$ cat config.mk
export PLATFORM = sky130hd
export DESIGN_NAME = battery_level_estimator_flat
export DESIGN_NICKNAME = d
export VERILOG_FILES = /design/src/design/bale_pkg.sv /design/src/design/bale_in_if.sv /design/src/design/bale_out_if.sv /design/src/design/bale_cfg_if.sv /design/src/design/bale_div.sv /design/src/design/bale_datapath.sv /design/src/design/bale_ctrl.sv /design/src/design/battery_level_estimator.sv /design/src/flat_wrapper.sv
export SDC_FILE = /design/constraint.sdc
export NUM_CORES = 1
export LEC_CHECK = 0
export ABC_AREA = 1
export ABC_CLOCK_PERIOD_IN_PS = 7500
export BUFFER_PORTS_ARGS = -buffer_cell sky130_fd_sc_hd__buf_2
export CAP_MARGIN = 20
export CORE_MARGIN = 5
export CORE_UTILIZATION = 50
export DETAILED_ROUTE_END_ITERATION = 16
export PLACE_DENSITY = 0.67
export SYNTH_ARGS = -nofsm -noshare
export SYNTH_HDL_FRONTEND = slang
export SYNTH_SLANG_ARGS = --single-unit
$ cat constraint.sdc
create_clock -name clk_i -period 7.5 [get_ports clk_i]
set_input_delay 0.375 -clock clk_i [delete_from_list [all_inputs] [get_ports clk_i]]
set_output_delay 0.375 -clock clk_i [all_outputs]
set_load 0.01 [all_outputs]
$ cat src/design/bale_pkg.sv
`default_nettype none
// ----------------------------------------------------------------------------
// Battery level estimator package
// Shared widths, constants, register indexes and controller/datapath types.
// ----------------------------------------------------------------------------
package bale_pkg;

  localparam int unsigned SamplesPerReading = 8;
  localparam int unsigned IdxW = (SamplesPerReading > 1) ? $clog2(SamplesPerReading) : 1;

  localparam int unsigned PinW  = 12;
  localparam int unsigned SumW  = 15;
  localparam int unsigned MvW   = 16;
  localparam int unsigned PctW  = 7;
  localparam int unsigned DivW  = 12;
  localparam int unsigned CalW  = 13;
  localparam int unsigned AlphaW = 9;

  localparam int unsigned MulAW = 24;
  localparam int unsigned MulBW = 13;
  localparam int unsigned ProdW = MulAW + MulBW;
  localparam int unsigned ScaleShift = 20;

  localparam int unsigned NumW   = 24;
  localparam int unsigned DenW   = 16;
  localparam int unsigned DivCntW = $clog2(NumW);

  localparam int unsigned CfgIdxW  = 3;
  localparam int unsigned CfgDataW = 16;

  localparam logic [CfgIdxW-1:0] CfgDividerRatio = 3'd0;
  localparam logic [CfgIdxW-1:0] CfgCalibration  = 3'd1;
  localparam logic [CfgIdxW-1:0] CfgSmoothAlpha  = 3'd2;
  localparam logic [CfgIdxW-1:0] CfgFullMv       = 3'd3;
  localparam logic [CfgIdxW-1:0] CfgEmptyMv      = 3'd4;
  localparam logic [CfgIdxW-1:0] CfgMaxPctStep   = 3'd5;

  localparam logic [DivW-1:0]   DividerReset = 12'd512;
  localparam logic [CalW-1:0]   CalibReset   = 13'd4096;
  localparam logic [AlphaW-1:0] AlphaReset   = 9'd26;
  localparam logic [MvW-1:0]    FullReset    = 16'd4200;
  localparam logic [MvW-1:0]    EmptyReset   = 16'd3300;
  localparam logic [PctW-1:0]   StepReset    = 7'd1;

  localparam logic [MulBW-1:0]  FallbackNum = 13'd3100;
  localparam logic [DenW-1:0]   FallbackDen = 16'd4095;
  localparam int unsigned       FallbackShift = 12;
  localparam logic [AlphaW-1:0] AlphaOne    = 9'd256;
  localparam logic [PctW-1:0]   PctFull     = 7'd100;
  localparam logic [PctW-1:0]   PctLow      = 7'd20;
  localparam logic [PctW-1:0]   PctCritical = 7'd10;

  typedef enum logic [3:0] {
    OP_NONE,
    OP_ACCEPT,
    OP_MUL_FB,
    OP_LOAD_FB,
    OP_MUL_DIV,
    OP_MUL_CAL,
    OP_SAT,
    OP_MUL_OLD,
    OP_MUL_NEW,
    OP_BLEND,
    OP_MUL_PCT,
    OP_DIV_PCT,
    OP_STEP,
    OP_PUBLISH
  } op_e;

  typedef struct packed {
    op_e op;
  } cmd_t;

  typedef struct packed {
    logic last;
    logic pin_zero;
    logic loaded;
    logic between;
    logic div_busy;
    logic out_busy;
  } status_t;

endpackage
`default_nettype wire

$ cat src/design/bale_in_if.sv
`default_nettype none
// ----------------------------------------------------------------------------
// Battery level estimator sample channel
// Valid/ready channel carrying one ADC sample item.
// ----------------------------------------------------------------------------
interface bale_in_if;
  import bale_pkg::*;

  logic            valid;
  logic            ready;
  logic [PinW-1:0] sample_mv;
  logic [PinW-1:0] fallback_counts;

  modport source (output valid, output sample_mv, output fallback_counts, input ready);
  modport sink (input valid, input sample_mv, input fallback_counts, output ready);
endinterface
`default_nettype wire

$ cat src/design/bale_out_if.sv
`default_nettype none
// ----------------------------------------------------------------------------
// Battery level estimator result channel
// Valid/ready channel carrying one battery reading item.
// ----------------------------------------------------------------------------
interface bale_out_if;
  import bale_pkg::*;

  logic            valid;
  logic            ready;
  logic [PinW-1:0] pin_avg_mv;
  logic [MvW-1:0]  battery_mv;
  logic [PctW-1:0] percent;
  logic            low_flag;
  logic            critical_flag;

  modport source (output valid, output pin_avg_mv, output battery_mv, output percent,
                  output low_flag, output critical_flag, input ready);
  modport sink (input valid, input pin_avg_mv, input battery_mv, input percent,
                input low_flag, input critical_flag, output ready);
endinterface
`default_nettype wire

$ cat src/design/bale_cfg_if.sv
`default_nettype none
// ----------------------------------------------------------------------------
// Battery level estimator configuration channel
// Valid/ready write channel carrying a register index and write data.
// ----------------------------------------------------------------------------
interface bale_cfg_if;
  import bale_pkg::*;

  logic                valid;
  logic                ready;
  logic [CfgIdxW-1:0]  idx;
  logic [CfgDataW-1:0] wdata;

  modport source (output valid, output idx, output wdata, input ready);
  modport sink (input valid, input idx, input wdata, output ready);
endinterface
`default_nettype wire

$ cat src/design/bale_div.sv
`default_nettype none
// ----------------------------------------------------------------------------
// Battery level estimator serial divider
// Restoring unsigned divider producing one quotient bit per cycle.
// ----------------------------------------------------------------------------
module bale_div (
  input  wire logic                     clk_i,
  input  wire logic                     rst_ni,
  input  wire logic                     start_i,
  input  wire logic [bale_pkg::NumW-1:0] dividend_i,
  input  wire logic [bale_pkg::DenW-1:0] divisor_i,
  output logic                          busy_o,
  output logic [bale_pkg::NumW-1:0]     quotient_o
);
  import bale_pkg::*;

  logic               busy_q, busy_d;
  logic [DivCntW-1:0] cnt_q, cnt_d;
  logic [NumW-1:0]    quo_q, quo_d;
  logic [DenW-1:0]    rem_q, rem_d;
  logic [DenW-1:0]    den_q, den_d;
  logic [DenW:0]      shifted;
  logic [DenW:0]      trial;

  always_comb begin
    shifted = {rem_q, quo_q[NumW-1]};
    trial   = shifted - {1'b0, den_q};
    busy_d  = busy_q;
    cnt_d   = cnt_q;
    quo_d   = quo_q;
    rem_d   = rem_q;
    den_d   = den_q;
    if (start_i) begin
      busy_d = 1'b1;
      cnt_d  = '0;
      quo_d  = dividend_i;
      rem_d  = '0;
      den_d  = divisor_i;
    end else if (busy_q) begin
      quo_d = {quo_q[NumW-2:0], ~trial[DenW]};
      rem_d = trial[DenW] ? shifted[DenW-1:0] : trial[DenW-1:0];
      cnt_d = cnt_q + 1'b1;
      if (cnt_q == DivCntW'(NumW - 1)) begin
        busy_d = 1'b0;
      end
    end
  end

  always_ff @(posedge clk_i or negedge rst_ni) begin
    if (!rst_ni) begin
      busy_q <= 1'b0;
      cnt_q  <= '0;
    end else begin
      busy_q <= busy_d;
      cnt_q  <= cnt_d;
    end
  end

  always_ff @(posedge clk_i) begin
    quo_q <= quo_d;
    rem_q <= rem_d;
    den_q <= den_d;
  end

  assign busy_o     = busy_q;
  assign quotient_o = quo_q;
endmodule
`default_nettype wire

$ cat src/design/bale_datapath.sv
`default_nettype none
// ----------------------------------------------------------------------------
// Battery level estimator datapath
// Sample accumulation, shared multiplier, filter, percent and result registers.
// ----------------------------------------------------------------------------
module bale_datapath (
  input  wire logic                          clk_i,
  input  wire logic                          rst_ni,
  input  wire bale_pkg::cmd_t                cmd_i,
  output bale_pkg::status_t                  status_o,
  input  wire logic [bale_pkg::PinW-1:0]     sample_mv_i,
  input  wire logic [bale_pkg::PinW-1:0]     fallback_counts_i,
  input  wire logic                          cfg_valid_i,
  input  wire logic [bale_pkg::CfgIdxW-1:0]  cfg_idx_i,
  input  wire logic [bale_pkg::CfgDataW-1:0] cfg_wdata_i,
  input  wire logic                          out_ready_i,
  output logic                               out_valid_o,
  output logic [bale_pkg::PinW-1:0]          out_pin_avg_mv_o,
  output logic [bale_pkg::MvW-1:0]           out_battery_mv_o,
  output logic [bale_pkg::PctW-1:0]          out_percent_o,
  output logic                               out_low_flag_o,
  output logic                               out_critical_flag_o
);
  import bale_pkg::*;

  logic [DivW-1:0]   divider_q;
  logic [CalW-1:0]   calib_q;
  logic [AlphaW-1:0] alpha_q;
  logic [MvW-1:0]    full_q;
  logic [MvW-1:0]    empty_q;
  logic [PctW-1:0]   step_q;

  logic [SumW-1:0]   sum_q;
  logic [IdxW-1:0]   idx_q;
  logic [MvW-1:0]    filt_q;
  logic              loaded_q;
  logic [PctW-1:0]   shown_q;
  logic              out_valid_q;

  logic [PinW-1:0]   pin_q;
  logic [PinW-1:0]   counts_q;
  logic [ProdW-1:0]  prod_q;
  logic [NumW-1:0]   acc_q;
  logic [MvW-1:0]    scaled_q;
  logic [PinW-1:0]   res_pin_q;
  logic [MvW-1:0]    res_mv_q;
  logic [PctW-1:0]   res_pct_q;
  logic              res_low_q;
  logic              res_crit_q;

  logic [SumW-1:0]   sum_next;
  logic              last;
  logic [AlphaW-1:0] alpha_eff;
  logic [MulAW-1:0]  mul_a;
  logic [MulBW-1:0]  mul_b;
  logic [ProdW-1:0]  prod_d;
  logic [MvW-1:0]    scaled_d;
  logic [NumW:0]     blend_sum;
  logic [NumW-1:0]   fb_sum;
  logic              at_full;
  logic              at_empty;
  logic [PctW-1:0]   raw_pct;
  logic [PctW-1:0]   diff;
  logic [PctW-1:0]   move;
  logic [PctW-1:0]   shown_d;
  logic              div_start;
  logic [DenW-1:0]   div_den;
  logic              div_busy;
  logic [NumW-1:0]   quotient;

  assign sum_next  = sum_q + SumW'(sample_mv_i);
  assign last      = (idx_q == IdxW'(SamplesPerReading - 1));
  assign alpha_eff = (alpha_q > AlphaOne) ? AlphaOne : alpha_q;
  assign at_full   = (filt_q >= full_q);
  assign at_empty  = (filt_q <= empty_q);

  always_comb begin
    mul_a = '0;
    mul_b = '0;
    case (cmd_i.op)
      OP_MUL_FB: begin
        mul_a = MulAW'(counts_q);
        mul_b = FallbackNum;
      end
      OP_MUL_DIV: begin
        mul_a = MulAW'(pin_q);
        mul_b = MulBW'(divider_q);
      end
      OP_MUL_CAL: begin
        mul_a = prod_q[MulAW-1:0];
        mul_b = calib_q;
      end
      OP_MUL_OLD: begin
        mul_a = MulAW'(filt_q);
        mul_b = MulBW'(AlphaOne - alpha_eff);
      end
      OP_MUL_NEW: begin
        mul_a = MulAW'(scaled_q);
        mul_b = MulBW'(alpha_eff);
      end
      OP_MUL_PCT: begin
        mul_a = MulAW'(filt_q - empty_q);
        mul_b = MulBW'(PctFull);
      end
      default: begin
        mul_a = '0;
        mul_b = '0;
      end
    endcase
  end

  assign prod_d    = {{MulBW{1'b0}}, mul_a} * {{MulAW{1'b0}}, mul_b};
  assign scaled_d  = prod_q[ProdW-1:ScaleShift+MvW] != '0 ? {MvW{1'b1}}
                                                          : prod_q[ScaleShift+MvW-1:ScaleShift];
  assign blend_sum = {1'b0, acc_q} + {1'b0, prod_q[NumW-1:0]};

  // Division by 4095, one less than 2^12: adding the value shifted down by
  // twelve plus one and shifting down by twelve gives the exact floor while
  // the quotient stays below 4096.
  assign fb_sum = prod_q[NumW-1:0] + NumW'(prod_q[NumW-1:FallbackShift]) + NumW'(1);

  assign div_start = (cmd_i.op == OP_DIV_PCT);
  assign div_den   = full_q - empty_q;

  bale_div u_div (
    .clk_i      (clk_i),
    .rst_ni     (rst_ni),
    .start_i    (div_start),
    .dividend_i (prod_q[NumW-1:0]),
    .divisor_i  (div_den),
    .busy_o     (div_busy),
    .quotient_o (quotient)
  );

  always_comb begin
    if (at_full) begin
      raw_pct = PctFull;
    end else if (at_empty) begin
      raw_pct = '0;
    end else begin
      raw_pct = quotient[PctW-1:0];
    end
    diff = (raw_pct > shown_q) ? (raw_pct - shown_q) : (shown_q - raw_pct);
    move = (diff > step_q) ? step_q : diff;
    if (raw_pct == PctFull) begin
      shown_d = PctFull;
    end else if (raw_pct > shown_q) begin
      shown_d = shown_q + move;
    end else begin
      shown_d = shown_q - move;
    end
  end

  always_ff @(posedge clk_i or negedge rst_ni) begin
    if (!rst_ni) begin
      divider_q   <= DividerReset;
      calib_q     <= CalibReset;
      alpha_q     <= AlphaReset;
      full_q      <= FullReset;
      empty_q     <= EmptyReset;
      step_q      <= StepReset;
      sum_q       <= '0;
      idx_q       <= '0;
      filt_q      <= '0;
      loaded_q    <= 1'b0;
      shown_q     <= '0;
      out_valid_q <= 1'b0;
    end else begin
      if (cfg_valid_i) begin
        unique case (cfg_idx_i)
          CfgDividerRatio: divider_q <= cfg_wdata_i[DivW-1:0];
          CfgCalibration:  calib_q   <= cfg_wdata_i[CalW-1:0];
          CfgSmoothAlpha:  alpha_q   <= cfg_wdata_i[AlphaW-1:0];
          CfgFullMv:       full_q    <= cfg_wdata_i[MvW-1:0];
          CfgEmptyMv:      empty_q   <= cfg_wdata_i[MvW-1:0];
          CfgMaxPctStep:   step_q    <= cfg_wdata_i[PctW-1:0];
          default: begin
          end
        endcase
      end
      if (cmd_i.op == OP_PUBLISH) begin
        out_valid_q <= 1'b1;
      end else if (out_valid_q && out_ready_i) begin
        out_valid_q <= 1'b0;
      end
      case (cmd_i.op)
        OP_ACCEPT: begin
          if (last) begin
            sum_q <= '0;
            idx_q <= '0;
          end else begin
            sum_q <= sum_next;
            idx_q <= idx_q + 1'b1;
          end
        end
        OP_SAT: begin
          if (!loaded_q) begin
            filt_q   <= scaled_d;
            loaded_q <= 1'b1;
          end
        end
        OP_BLEND: filt_q <= blend_sum[NumW-1:NumW-MvW];
        OP_STEP: shown_q <= shown_d;
        default: begin
        end
      endcase
    end
  end

  always_ff @(posedge clk_i) begin
    case (cmd_i.op) inside
      OP_ACCEPT: begin
        pin_q    <= PinW'(sum_next / SumW'(SamplesPerReading));
        counts_q <= fallback_counts_i;
      end
      OP_MUL_FB, OP_MUL_DIV, OP_MUL_CAL, OP_MUL_OLD, OP_MUL_PCT: prod_q <= prod_d;
      OP_MUL_NEW: begin
        acc_q  <= prod_q[NumW-1:0];
        prod_q <= prod_d;
      end
      OP_LOAD_FB: pin_q <= fb_sum[NumW-1:FallbackShift];
      OP_SAT: scaled_q <= scaled_d;
      OP_PUBLISH: begin
        res_pin_q  <= pin_q;
        res_mv_q   <= filt_q;
        res_pct_q  <= shown_q;
        res_low_q  <= (shown_q < PctLow);
        res_crit_q <= (shown_q < PctCritical);
      end
      default: begin
      end
    endcase
  end

  assign status_o.last     = last;
  assign status_o.pin_zero = (pin_q == '0);
  assign status_o.loaded   = loaded_q;
  assign status_o.between  = !at_full && !at_empty;
  assign status_o.div_busy = div_busy;
  assign status_o.out_busy = out_valid_q && !out_ready_i;

  assign out_valid_o         = out_valid_q;
  assign out_pin_avg_mv_o    = res_pin_q;
  assign out_battery_mv_o    = res_mv_q;
  assign out_percent_o       = res_pct_q;
  assign out_low_flag_o      = res_low_q;
  assign out_critical_flag_o = res_crit_q;
endmodule
`default_nettype wire

$ cat src/design/bale_ctrl.sv
`default_nettype none
// ----------------------------------------------------------------------------
// Battery level estimator controller
// Sequences the datapath through a reading, at most one operation per cycle.
// ----------------------------------------------------------------------------
module bale_ctrl (
  input  wire logic              clk_i,
  input  wire logic              rst_ni,
  input  wire logic              in_valid_i,
  output logic                   in_ready_o,
  input  wire bale_pkg::status_t status_i,
  output bale_pkg::cmd_t         cmd_o
);
  import bale_pkg::*;

  localparam logic [4:0] SIdle    = 5'd0;
  localparam logic [4:0] SCheck   = 5'd1;
  localparam logic [4:0] SFbMul   = 5'd2;
  localparam logic [4:0] SFbLoad  = 5'd5;
  localparam logic [4:0] SMulDiv  = 5'd6;
  localparam logic [4:0] SMulCal  = 5'd7;
  localparam logic [4:0] SSat     = 5'd8;
  localparam logic [4:0] SMulOld  = 5'd9;
  localparam logic [4:0] SMulNew  = 5'd10;
  localparam logic [4:0] SBlend   = 5'd11;
  localparam logic [4:0] SClass   = 5'd12;
  localparam logic [4:0] SMulPct  = 5'd13;
  localparam logic [4:0] SDivPct  = 5'd14;
  localparam logic [4:0] SPctWait = 5'd15;
  localparam logic [4:0] SStep    = 5'd16;
  localparam logic [4:0] SPublish = 5'd17;

  logic [4:0] state_q, state_d;

  always_comb begin
    state_d    = state_q;
    cmd_o.op   = OP_NONE;
    in_ready_o = 1'b0;
    unique case (state_q)
      SIdle: begin
        in_ready_o = 1'b1;
        if (in_valid_i) begin
          cmd_o.op = OP_ACCEPT;
          if (status_i.last) begin
            state_d = SCheck;
          end
        end
      end
      SCheck: state_d = status_i.pin_zero ? SFbMul : SMulDiv;
      SFbMul: begin
        cmd_o.op = OP_MUL_FB;
        state_d  = SFbLoad;
      end
      SFbLoad: begin
        cmd_o.op = OP_LOAD_FB;
        state_d  = SMulDiv;
      end
      SMulDiv: begin
        cmd_o.op = OP_MUL_DIV;
        state_d  = SMulCal;
      end
      SMulCal: begin
        cmd_o.op = OP_MUL_CAL;
        state_d  = SSat;
      end
      SSat: begin
        cmd_o.op = OP_SAT;
        state_d  = status_i.loaded ? SMulOld : SClass;
      end
      SMulOld: begin
        cmd_o.op = OP_MUL_OLD;
        state_d  = SMulNew;
      end
      SMulNew: begin
        cmd_o.op = OP_MUL_NEW;
        state_d  = SBlend;
      end
      SBlend: begin
        cmd_o.op = OP_BLEND;
        state_d  = SClass;
      end
      SClass: state_d = status_i.between ? SMulPct : SStep;
      SMulPct: begin
        cmd_o.op = OP_MUL_PCT;
        state_d  = SDivPct;
      end
      SDivPct: begin
        cmd_o.op = OP_DIV_PCT;
        state_d  = SPctWait;
      end
      SPctWait: begin
        if (!status_i.div_busy) begin
          state_d = SStep;
        end
      end
      SStep: begin
        cmd_o.op = OP_STEP;
        state_d  = SPublish;
      end
      SPublish: begin
        if (!status_i.out_busy) begin
          cmd_o.op = OP_PUBLISH;
          state_d  = SIdle;
        end
      end
      default: state_d = SIdle;
    endcase
  end

  always_ff @(posedge clk_i or negedge rst_ni) begin
    if (!rst_ni) begin
      state_q <= SIdle;
    end else begin
      state_q <= state_d;
    end
  end
endmodule
`default_nettype wire

$ cat src/design/battery_level_estimator.sv
`default_nettype none
// ----------------------------------------------------------------------------
// Battery level estimator
// Averages ADC pin samples into smoothed battery voltage and charge percent.
// ----------------------------------------------------------------------------
// Every eighth sample item ends a reading and produces one result item; the
// other samples are taken as they arrive, with ready held high. After the
// last sample of a reading is taken, the block takes no sample until the
// result is published; when the pin average is zero the fallback counts are
// first scaled with a multiply and a shift and add. The first reading skips
// the filter steps (old-value multiply, new-value multiply, blend), and a
// voltage at or outside the thresholds skips the percent multiplication and
// the 24-step serial divider. All multiplications go through a single shared
// multiplier. A finished result waits in an output register while new samples
// are accepted; publishing the next result waits until that register has been
// taken. Configuration writes are taken at any time and should be made while no reading is in progress.
module battery_level_estimator (
  input  wire logic   clk_i,
  input  wire logic   rst_ni,
  bale_in_if.sink     in_i,
  bale_out_if.source  out_o,
  bale_cfg_if.sink    cfg_i
);
  import bale_pkg::*;

  cmd_t    cmd;
  status_t status;

  assign cfg_i.ready = 1'b1;

  bale_ctrl u_ctrl (
    .clk_i      (clk_i),
    .rst_ni     (rst_ni),
    .in_valid_i (in_i.valid),
    .in_ready_o (in_i.ready),
    .status_i   (status),
    .cmd_o      (cmd)
  );

  bale_datapath u_datapath (
    .clk_i               (clk_i),
    .rst_ni              (rst_ni),
    .cmd_i               (cmd),
    .status_o            (status),
    .sample_mv_i         (in_i.sample_mv),
    .fallback_counts_i   (in_i.fallback_counts),
    .cfg_valid_i         (cfg_i.valid),
    .cfg_idx_i           (cfg_i.idx),
    .cfg_wdata_i         (cfg_i.wdata),
    .out_ready_i         (out_o.ready),
    .out_valid_o         (out_o.valid),
    .out_pin_avg_mv_o    (out_o.pin_avg_mv),
    .out_battery_mv_o    (out_o.battery_mv),
    .out_percent_o       (out_o.percent),
    .out_low_flag_o      (out_o.low_flag),
    .out_critical_flag_o (out_o.critical_flag)
  );
endmodule
`default_nettype wire
$ cat src/flat_wrapper.sv
// flat-port wrapper written by rule: the top's interface ports become plain ports
module battery_level_estimator_flat import bale_pkg::*;
  (clk_i, rst_ni, in_i_valid, in_i_sample_mv, in_i_fallback_counts, in_i_ready, out_o_valid, out_o_pin_avg_mv, out_o_battery_mv, out_o_percent, out_o_low_flag, out_o_critical_flag, out_o_ready, cfg_i_valid, cfg_i_idx, cfg_i_wdata, cfg_i_ready);
  bale_in_if in_i_i ();
  bale_out_if out_o_i ();
  bale_cfg_if cfg_i_i ();
  input  wire logic clk_i;
  input  wire logic rst_ni;
  input wire logic [$bits(in_i_i.valid)-1:0] in_i_valid;
  input wire logic [$bits(in_i_i.sample_mv)-1:0] in_i_sample_mv;
  input wire logic [$bits(in_i_i.fallback_counts)-1:0] in_i_fallback_counts;
  output wire logic [$bits(in_i_i.ready)-1:0] in_i_ready;
  output wire logic [$bits(out_o_i.valid)-1:0] out_o_valid;
  output wire logic [$bits(out_o_i.pin_avg_mv)-1:0] out_o_pin_avg_mv;
  output wire logic [$bits(out_o_i.battery_mv)-1:0] out_o_battery_mv;
  output wire logic [$bits(out_o_i.percent)-1:0] out_o_percent;
  output wire logic [$bits(out_o_i.low_flag)-1:0] out_o_low_flag;
  output wire logic [$bits(out_o_i.critical_flag)-1:0] out_o_critical_flag;
  input wire logic [$bits(out_o_i.ready)-1:0] out_o_ready;
  input wire logic [$bits(cfg_i_i.valid)-1:0] cfg_i_valid;
  input wire logic [$bits(cfg_i_i.idx)-1:0] cfg_i_idx;
  input wire logic [$bits(cfg_i_i.wdata)-1:0] cfg_i_wdata;
  output wire logic [$bits(cfg_i_i.ready)-1:0] cfg_i_ready;
  assign in_i_i.valid = in_i_valid;
  assign in_i_i.sample_mv = in_i_sample_mv;
  assign in_i_i.fallback_counts = in_i_fallback_counts;
  assign in_i_ready = in_i_i.ready;
  assign out_o_valid = out_o_i.valid;
  assign out_o_pin_avg_mv = out_o_i.pin_avg_mv;
  assign out_o_battery_mv = out_o_i.battery_mv;
  assign out_o_percent = out_o_i.percent;
  assign out_o_low_flag = out_o_i.low_flag;
  assign out_o_critical_flag = out_o_i.critical_flag;
  assign out_o_i.ready = out_o_ready;
  assign cfg_i_i.valid = cfg_i_valid;
  assign cfg_i_i.idx = cfg_i_idx;
  assign cfg_i_i.wdata = cfg_i_wdata;
  assign cfg_i_ready = cfg_i_i.ready;
  battery_level_estimator u_core (.clk_i(clk_i), .rst_ni(rst_ni), .in_i(in_i_i), .out_o(out_o_i), .cfg_i(cfg_i_i));
endmodule
Word-level counts from Yosys, hierarchy flattened
Cells that the tools add are included.
{"block": "totals", "wordCells": 169, "in_bits": 48, "out_inout_bits": 40, "register_bits": 321}
{"block": "op_classes", "n_mux": 42, "n_bitwise": 6, "magnitude_cmp": 7, "n_eq_ne": 43, "n_addsub": 14, "n_reduce_logical": 28, "n_mul": 1}
{"cell": "$pmux 24 s6", "count": 1}
{"cell": "$pmux 5 s16", "count": 1}
{"cell": "$pmux 13 s6", "count": 1}
{"cell": "$mux 37", "count": 2}
{"cell": "$pmux 4 s13", "count": 1}
{"cell": "$mux 12", "count": 4}
{"cell": "$mux 16", "count": 3}
{"cell": "$mux 24", "count": 2}
{"cell": "$mux 7", "count": 6}
{"cell": "$eq 5x4->1 const B", "count": 8}
{"cell": "$mul 24x13->37", "count": 1}
{"cell": "$mux 5", "count": 7}
{"cell": "$pmux 16 s2", "count": 1}
{"cell": "$add 24x1->24 const B", "count": 1}
{"cell": "$add 24x12->24", "count": 1}
{"cell": "$add 24x24->24", "count": 1}
{"cell": "$eq 4x4->1 const B", "count": 6}
{"cell": "$sub 7x7->7", "count": 3}
{"cell": "$sub 16x16->17", "count": 1}
{"cell": "$sub 17x16->17", "count": 1}
{"cell": "$eq 4x3->1 const B", "count": 4}
{"cell": "$ge 16x16->1", "count": 1}
{"cell": "$le 16x16->1", "count": 1}
{"cell": "$reduce_and 2->1", "count": 8}
{"cell": "38 further kinds", "count": 75}

Longest topological paths before layout
{"block": "logic_depth", "word_depth": 10, "depth_mapped": 52, "ltp_nobuf": 51}

Hierarchy
A second synthesis with hierarchy kept.
{"block": "hier_totals", "cells_unflattened": 3712, "hier_area_um2": 29993.8}
{"mod": "bale_datapath", "seq_area_each_um2": 7066.8, "area_each_um2": 25834.8, "cells_each": 3127, "n_inst": 1}
{"mod": "bale_div", "seq_area_each_um2": 1671.6, "area_each_um2": 3634.7, "cells_each": 493, "n_inst": 1}
{"mod": "bale_ctrl", "seq_area_each_um2": 125.1, "area_each_um2": 513.0, "cells_each": 90, "n_inst": 1}
{"mod": "battery_level_estimator", "seq_area_each_um2": 0.0, "area_each_um2": 11.3, "cells_each": 2, "n_inst": 1}

Least setup slack after synthesis
No wires, ideal clock.
{"block": "synth_path", "kind": "reg2reg", "from": "register u_core.u_datapath.empty_q[5]", "to": "register u_core.u_datapath.prod_q[33], data pin", "t_arrival_ns": 6.169, "stages_incl_launch_ff": 30, "path_buffers": 1, "synth_period_minus_slack_ns": 6.429, "setup_ns": 0.260, "required_time_ns": 7.240, "setup_slack_ns": 1.071, "path_cell_list": "dfstp_2 > inv_1 > ha_1 > a21oi_1 > o21ai_1 > a21oi_2 > o21ai_2 > a21oi_1 > o211ai_2 > o21ai_1 > buf_2 > nand2_1 > fa_1 > fa_1 > inv_1 > fa_1 > fa_1 > inv_1 > fa_1 > inv_1 > ha_1 > nand2_1 > nor4_1 > nand3b_1 > nand3_1 > nand2_1 > o211ai_1 > nand2_1 > nand2_1 > xor2_1"}
{"block": "synth_via", "elab_chain_cells": 5}
{"item": "from (decl)", "line": "bale_datapath.sv:30", "text": "logic [MvW-1:0] empty_q;"}
{"item": "from (signal assigned)", "line": "bale_datapath.sv:160", "text": "empty_q <= EmptyReset;"}
{"item": "from (signal assigned)", "line": "bale_datapath.sv:175", "text": "CfgEmptyMv: empty_q <= cfg_wdata_i[MvW-1:0];"}
{"item": "$sub 16x16->17 *", "line": "bale_datapath.sv:102", "text": "mul_a = MulAW'(filt_q - empty_q);"}
{"item": "$pmux 24 s6 *", "line": "bale_datapath.sv:80", "text": "case (cmd_i.op)"}
{"item": "$mul 24x13->37 *", "line": "bale_datapath.sv:112", "text": "assign prod_d = {{MulBW{1'b0}}, mul_a} * {{MulAW{1'b0}}, mul_b};"}
{"item": "named net u_core.u_datapath.prod_d[33]", "line": "bale_datapath.sv:56", "text": "logic [ProdW-1:0] prod_d;"}
{"item": "$mux 37", "line": "bale_datapath.sv:211", "text": "case (cmd_i.op) inside"}
{"item": "$mux 37 *", "line": "bale_datapath.sv:211"}
{"item": "to (signal assigned)", "line": "bale_datapath.sv:216", "text": "OP_MUL_FB, OP_MUL_DIV, OP_MUL_CAL, OP_MUL_OLD, OP_MUL_PCT: prod_q <= prod_d;"}
{"item": "to (signal assigned)", "line": "bale_datapath.sv:219", "text": "prod_q <= prod_d;"}
{"item": "to (decl)", "line": "bale_datapath.sv:42", "text": "logic [ProdW-1:0] prod_q;"}
The timed path passes the listed nets; every way through them passes the cells marked *. The select of a mux whose other input is x is not followed.
A chain may end at the register's enable or synchronous reset.

Final worst setup path
{"block": "layout_path", "from": "register u_core.u_ctrl.state_q[2]", "to": "register u_core.u_datapath.prod_q[33], data pin"}
{"block": "layout_via", "elab_chain_cells": 7}
{"item": "from (decl)", "line": "bale_ctrl.sv:33", "text": "logic [4:0] state_q, state_d;"}
{"item": "from (signal assigned)", "line": "bale_ctrl.sv:112", "text": "state_q <= SIdle;"}
{"item": "from (signal assigned)", "line": "bale_ctrl.sv:114", "text": "state_q <= state_d;"}
{"item": "$eq 5x5->1, or another cell as far along", "line": "bale_ctrl.sv:39", "text": "unique case (state_q)"}
{"item": "$pmux 4 s13 *", "line": "bale_ctrl.sv:39"}
{"item": "$eq 4x4->1, or another cell as far along", "line": "bale_datapath.sv:80"}
{"item": "$pmux 24 s6 / $pmux 13 s6 (equally long branches)", "line": "bale_datapath.sv:80"}
{"item": "$mul 24x13->37 *", "line": "bale_datapath.sv:112"}
{"item": "named net u_core.u_datapath.prod_d[33]", "line": "bale_datapath.sv:56"}
{"item": "$mux 37", "line": "bale_datapath.sv:211"}
{"item": "$mux 37 *", "line": "bale_datapath.sv:211"}
Marked as above.

==> flow_summary.json <==
{
  "synth-xor-area-share_pct": 2.67,
  "synth_fa_ha_area_share_pct": 26.8,
  "hold_viol_final": 0,
  "period_minus_slack_ns": 7.16,
  "worstSetupPathType": "register to register",
  "cts.sinks": 321,
  "synth_edf_count": 178,
  "syn-instance-count": 3498,
  "status": "completed",
  "powerDensity_nw_per_um2": 420,
  "io_pins": 88,
  "grt_first_pass_wirelength_um": 135000,
  "finalSetupViolCount": 0,
  "initialDrtViolationCount": 2151,
  "synth_top_family_by_area": "adder cells",
  "max-vdd-ir-drop_mv": 0.966,
  "leakagePower_uw": 0.0161,
  "die_h_um": 250,
  "synth_mux_area_share_pct": 0,
  "most-common-layout-cells": "nand2_1 (828), inv_1 (660), fa_1 (249)",
  "drt.antenna.violating_nets": 0,
  "tightest_slew_ns": 1.05,
  "placeableCoreArea_um2": 57500,
  "fp.dieW_um": 250,
  "crit_path_end_kind": "register",
  "fillers": 5342,
  "arrival_ns": 7.46,
  "crit_path_end": "u_core.u_datapath.prod_q[33]",
  "maxCapViolCount": 0,
  "totalPowerFinal_uw": 13500,
  "drive_gt1_share_pct": 9.96,
  "drc": 0,
  "drv_slew": 0,
  "skew_ns": 0.0266,
  "reg2reg_depth": 25,
  "grt_pass1_vias": 23581,
  "clkLatencyLatePin_ns": 0.56,
  "antenna_found_initial": 1,
  "crit_fanout": 16,
  "gr-usage-met1_pct": 38.1,
  "crit_start": "u_core.u_ctrl.state_q[2]",
  "first_pass_iters": 8,
  "wl_per_cell_um": 19.6,
  "grt.overflow.total": 0,
  "start_util_pct": 50.2,
  "ys_seq_area_share_pct": 30.7,
  "diodes": 0,
  "cts_made_buffers": 38,
  "yosysWarnings": 0,
  "placed_area_um2": 30700,
  "required_ns": 7.80,
  "use_met2_pct": 44.1,
  "clockBufferDepth": 3,
  "worstHoldPathType": "input pin to register",
  "yosys.area_share.simple_pct": 18.3,
  "slew_headroom_pct": 29.7,
  "viasPerCell": 5.41,
  "critPathLaunchType": "register",
  "final_common_cell": "nand2_1",
  "gp_congestion": 0.980,
  "r2r_end": "u_core.u_datapath.prod_q[33]",
  "gr-usage-met3_pct": 4.52,
  "synth_cell_types": 58,
  "clk_pin_slew_ns": 0.06,
  "rr_startpoint": "u_core.u_ctrl.state_q[2]",
  "rows": 88,
  "synth_compound_gate_area_share_pct": 11.3,
  "area_delta_synth_final_pct": 11.4,
  "synth_async_sr_flop_share_pct": 39.6,
  "h-tree-depth": 2,
  "cts_tree": "built",
  "final.period_utilization_pct": 95.5,
  "worstHoldPathCells": 1,
  "grt_max_degree": 76,
  "io_buffers": 86,
  "final_area_um2": 32200,
  "ctsRootBufferMaster": "clkbuf_16",
  "synth_flop_cell": "edfxtp_1",
  "via_count": 24015,
  "max_freq_ghz": 0.140,
  "top_usage_layer": "met2",
  "synthesis.nets": 4015,
  "fin_nets": 4164,
  "syn_area_um2": 28900,
  "grt_usage_pct": 27.4,
  "synth.avg_cell_area_um2": 8.25,
  "wl_um": 86900,
  "hpwl_um": 70500,
  "ys_ff_latch": 321,
  "reg2reg_setup_slack_ns": 0.34,
  "die_area_um2": 62700
}
==> registers in the layout, summed over array words and instances, names as in the netlist, 15 cells and up <==
signal and count:
u_core.u_datapath.u_div.den_q 16, u_core.u_datapath.full_q 16, u_core.u_datapath.acc_q 24, u_core.u_datapath.prod_q 37, u_core.u_datapath.u_div.rem_q 16, u_core.u_datapath.u_div.quotient_o 24, u_core.u_datapath.out_battery_mv_o 16, u_core.u_datapath.scaled_q 16
u_core.u_datapath.sum_q 15, u_core.u_datapath.empty_q 16, u_core.u_datapath.filt_q 16
==> layer usage <==
layer  share of wire, %  wire, um
met5                  0         0
met4                3.6      3170
met3                8.2      7120
met2                 46     40200
met1                 42     36400
==> metrics by stage <==
stage | cells | setup TNS (ns) | hold WS [ns] | utilization (%) | worst slack, ns
after global routing | 4440 | -0.0280 | 0.00271 | 55.9 | -0.0280
after floorplan | 3498 | 0 | 0.0794 | - | 1.07
after CTS | 4436 | 0 | 0.00330 | 55.6 | 0.251
after detailed placement | 4364 | 0 | 0.388 | 53.4 | 0.269
final | 4440 | 0 | 0.0209 | 55.9 | 0.339
after global placement | 4362 | 0 | 0.386 | 53.3 | 0.356
==> power breakdown <==
part           internal (uW)  switching [uW]
combinational           2990            5540
sequential              2560             516
clock                   1140             773
total                   6690            6830
==> worst min-delay path by stage <==
stage                               endpoint                    start  slack [ns]
4_1_cts        u_core.u_datapath.counts_q[6]  in_i_fallback_counts[6]       0.003
3_3_place_gp     u_core.u_datapath.sum_q[11]                   rst_ni        0.39
5_1_grt        u_core.u_datapath.counts_q[6]  in_i_fallback_counts[6]       0.003
2_1_floorplan       u_core.u_ctrl.state_q[0]                   rst_ni        0.08
6_report       u_core.u_datapath.counts_q[6]  in_i_fallback_counts[6]        0.02
3_5_place_dp     u_core.u_datapath.sum_q[11]                   rst_ni        0.39
==> what timing repair did <==
item | 4_1_cts | 5_1_grt
hold buffers | 4 | 0
setup buffers | 0 | 2
setup endpoints to repair | 0 | 10
gates resized for setup | 0 | 28
hold endpoints to repair | 53 | 0
==> synth_stat cells, types with 16 or more instances <==
cell,n,area (um2)
xor2_1,57,499
clkbuf_1,30,113
dfstp_2,16,420
inv_2,28,105
o21ai_0,198,991
nand2_1,835,3130
or2_2,21,131
o211ai_1,23,173
a21oi_1,197,986
inv_1,662,2480
ha_1,220,2750
fa_1,249,4980
nor2_1,221,830
nand4_1,22,138
buf_2,41,205
xnor2_1,31,272
o21ai_1,22,110
nor3_1,30,150
dfxtp_1,16,320
dfrtp_1,111,2780
a21o_1,18,135
edfxtp_1,178,5350
nand3_1,118,591
==> cell type report <==
type	count	area (um2)	share of cell area, %
Sequential cell	321	8860	27.6
Tap cell	765	957	2.98
Inverter	690	2600	8.07
Timing Repair Buffer	188	1290	4.03
Clock inverter	24	270	0.840
Clock buffer	44	1000	3.12
Multi-Input combinational cell	2408	17200	53.4
==> worst max-delay path, stage by stage, from the launching register on <==
cell	delay, ns
dfrtp_1	0.42
inv_1	0.10
nor2_2	0.34
nand2_1	0.34
inv_2	0.47
nand2_1	0.11
nand3_1	0.15
inv_1	0.27
a21oi_1	0.32
fa_1	0.51
fa_1	0.54
fa_1	0.54
fa_1	0.54
inv_1	0.05
fa_1	0.55
inv_1	0.05
ha_1	0.37
a21oi_1	0.21
o21ai_0	0.16
a21oi_1	0.17
nand3_1	0.16
nand2_1	0.09
o211ai_1	0.12
nand2_1	0.09
nand2_1	0.06
xor2_1	0.14
==> kinds of logic after synthesis <==
kind of cell    after synthesis
compound gates              562
fa+ha+maj                   469
simple gates               1288
xor+xnor                     88
flops                       321
other cells                   1
buf+inv                     769
Note: power is estimated with default switching activity, not from simulation.
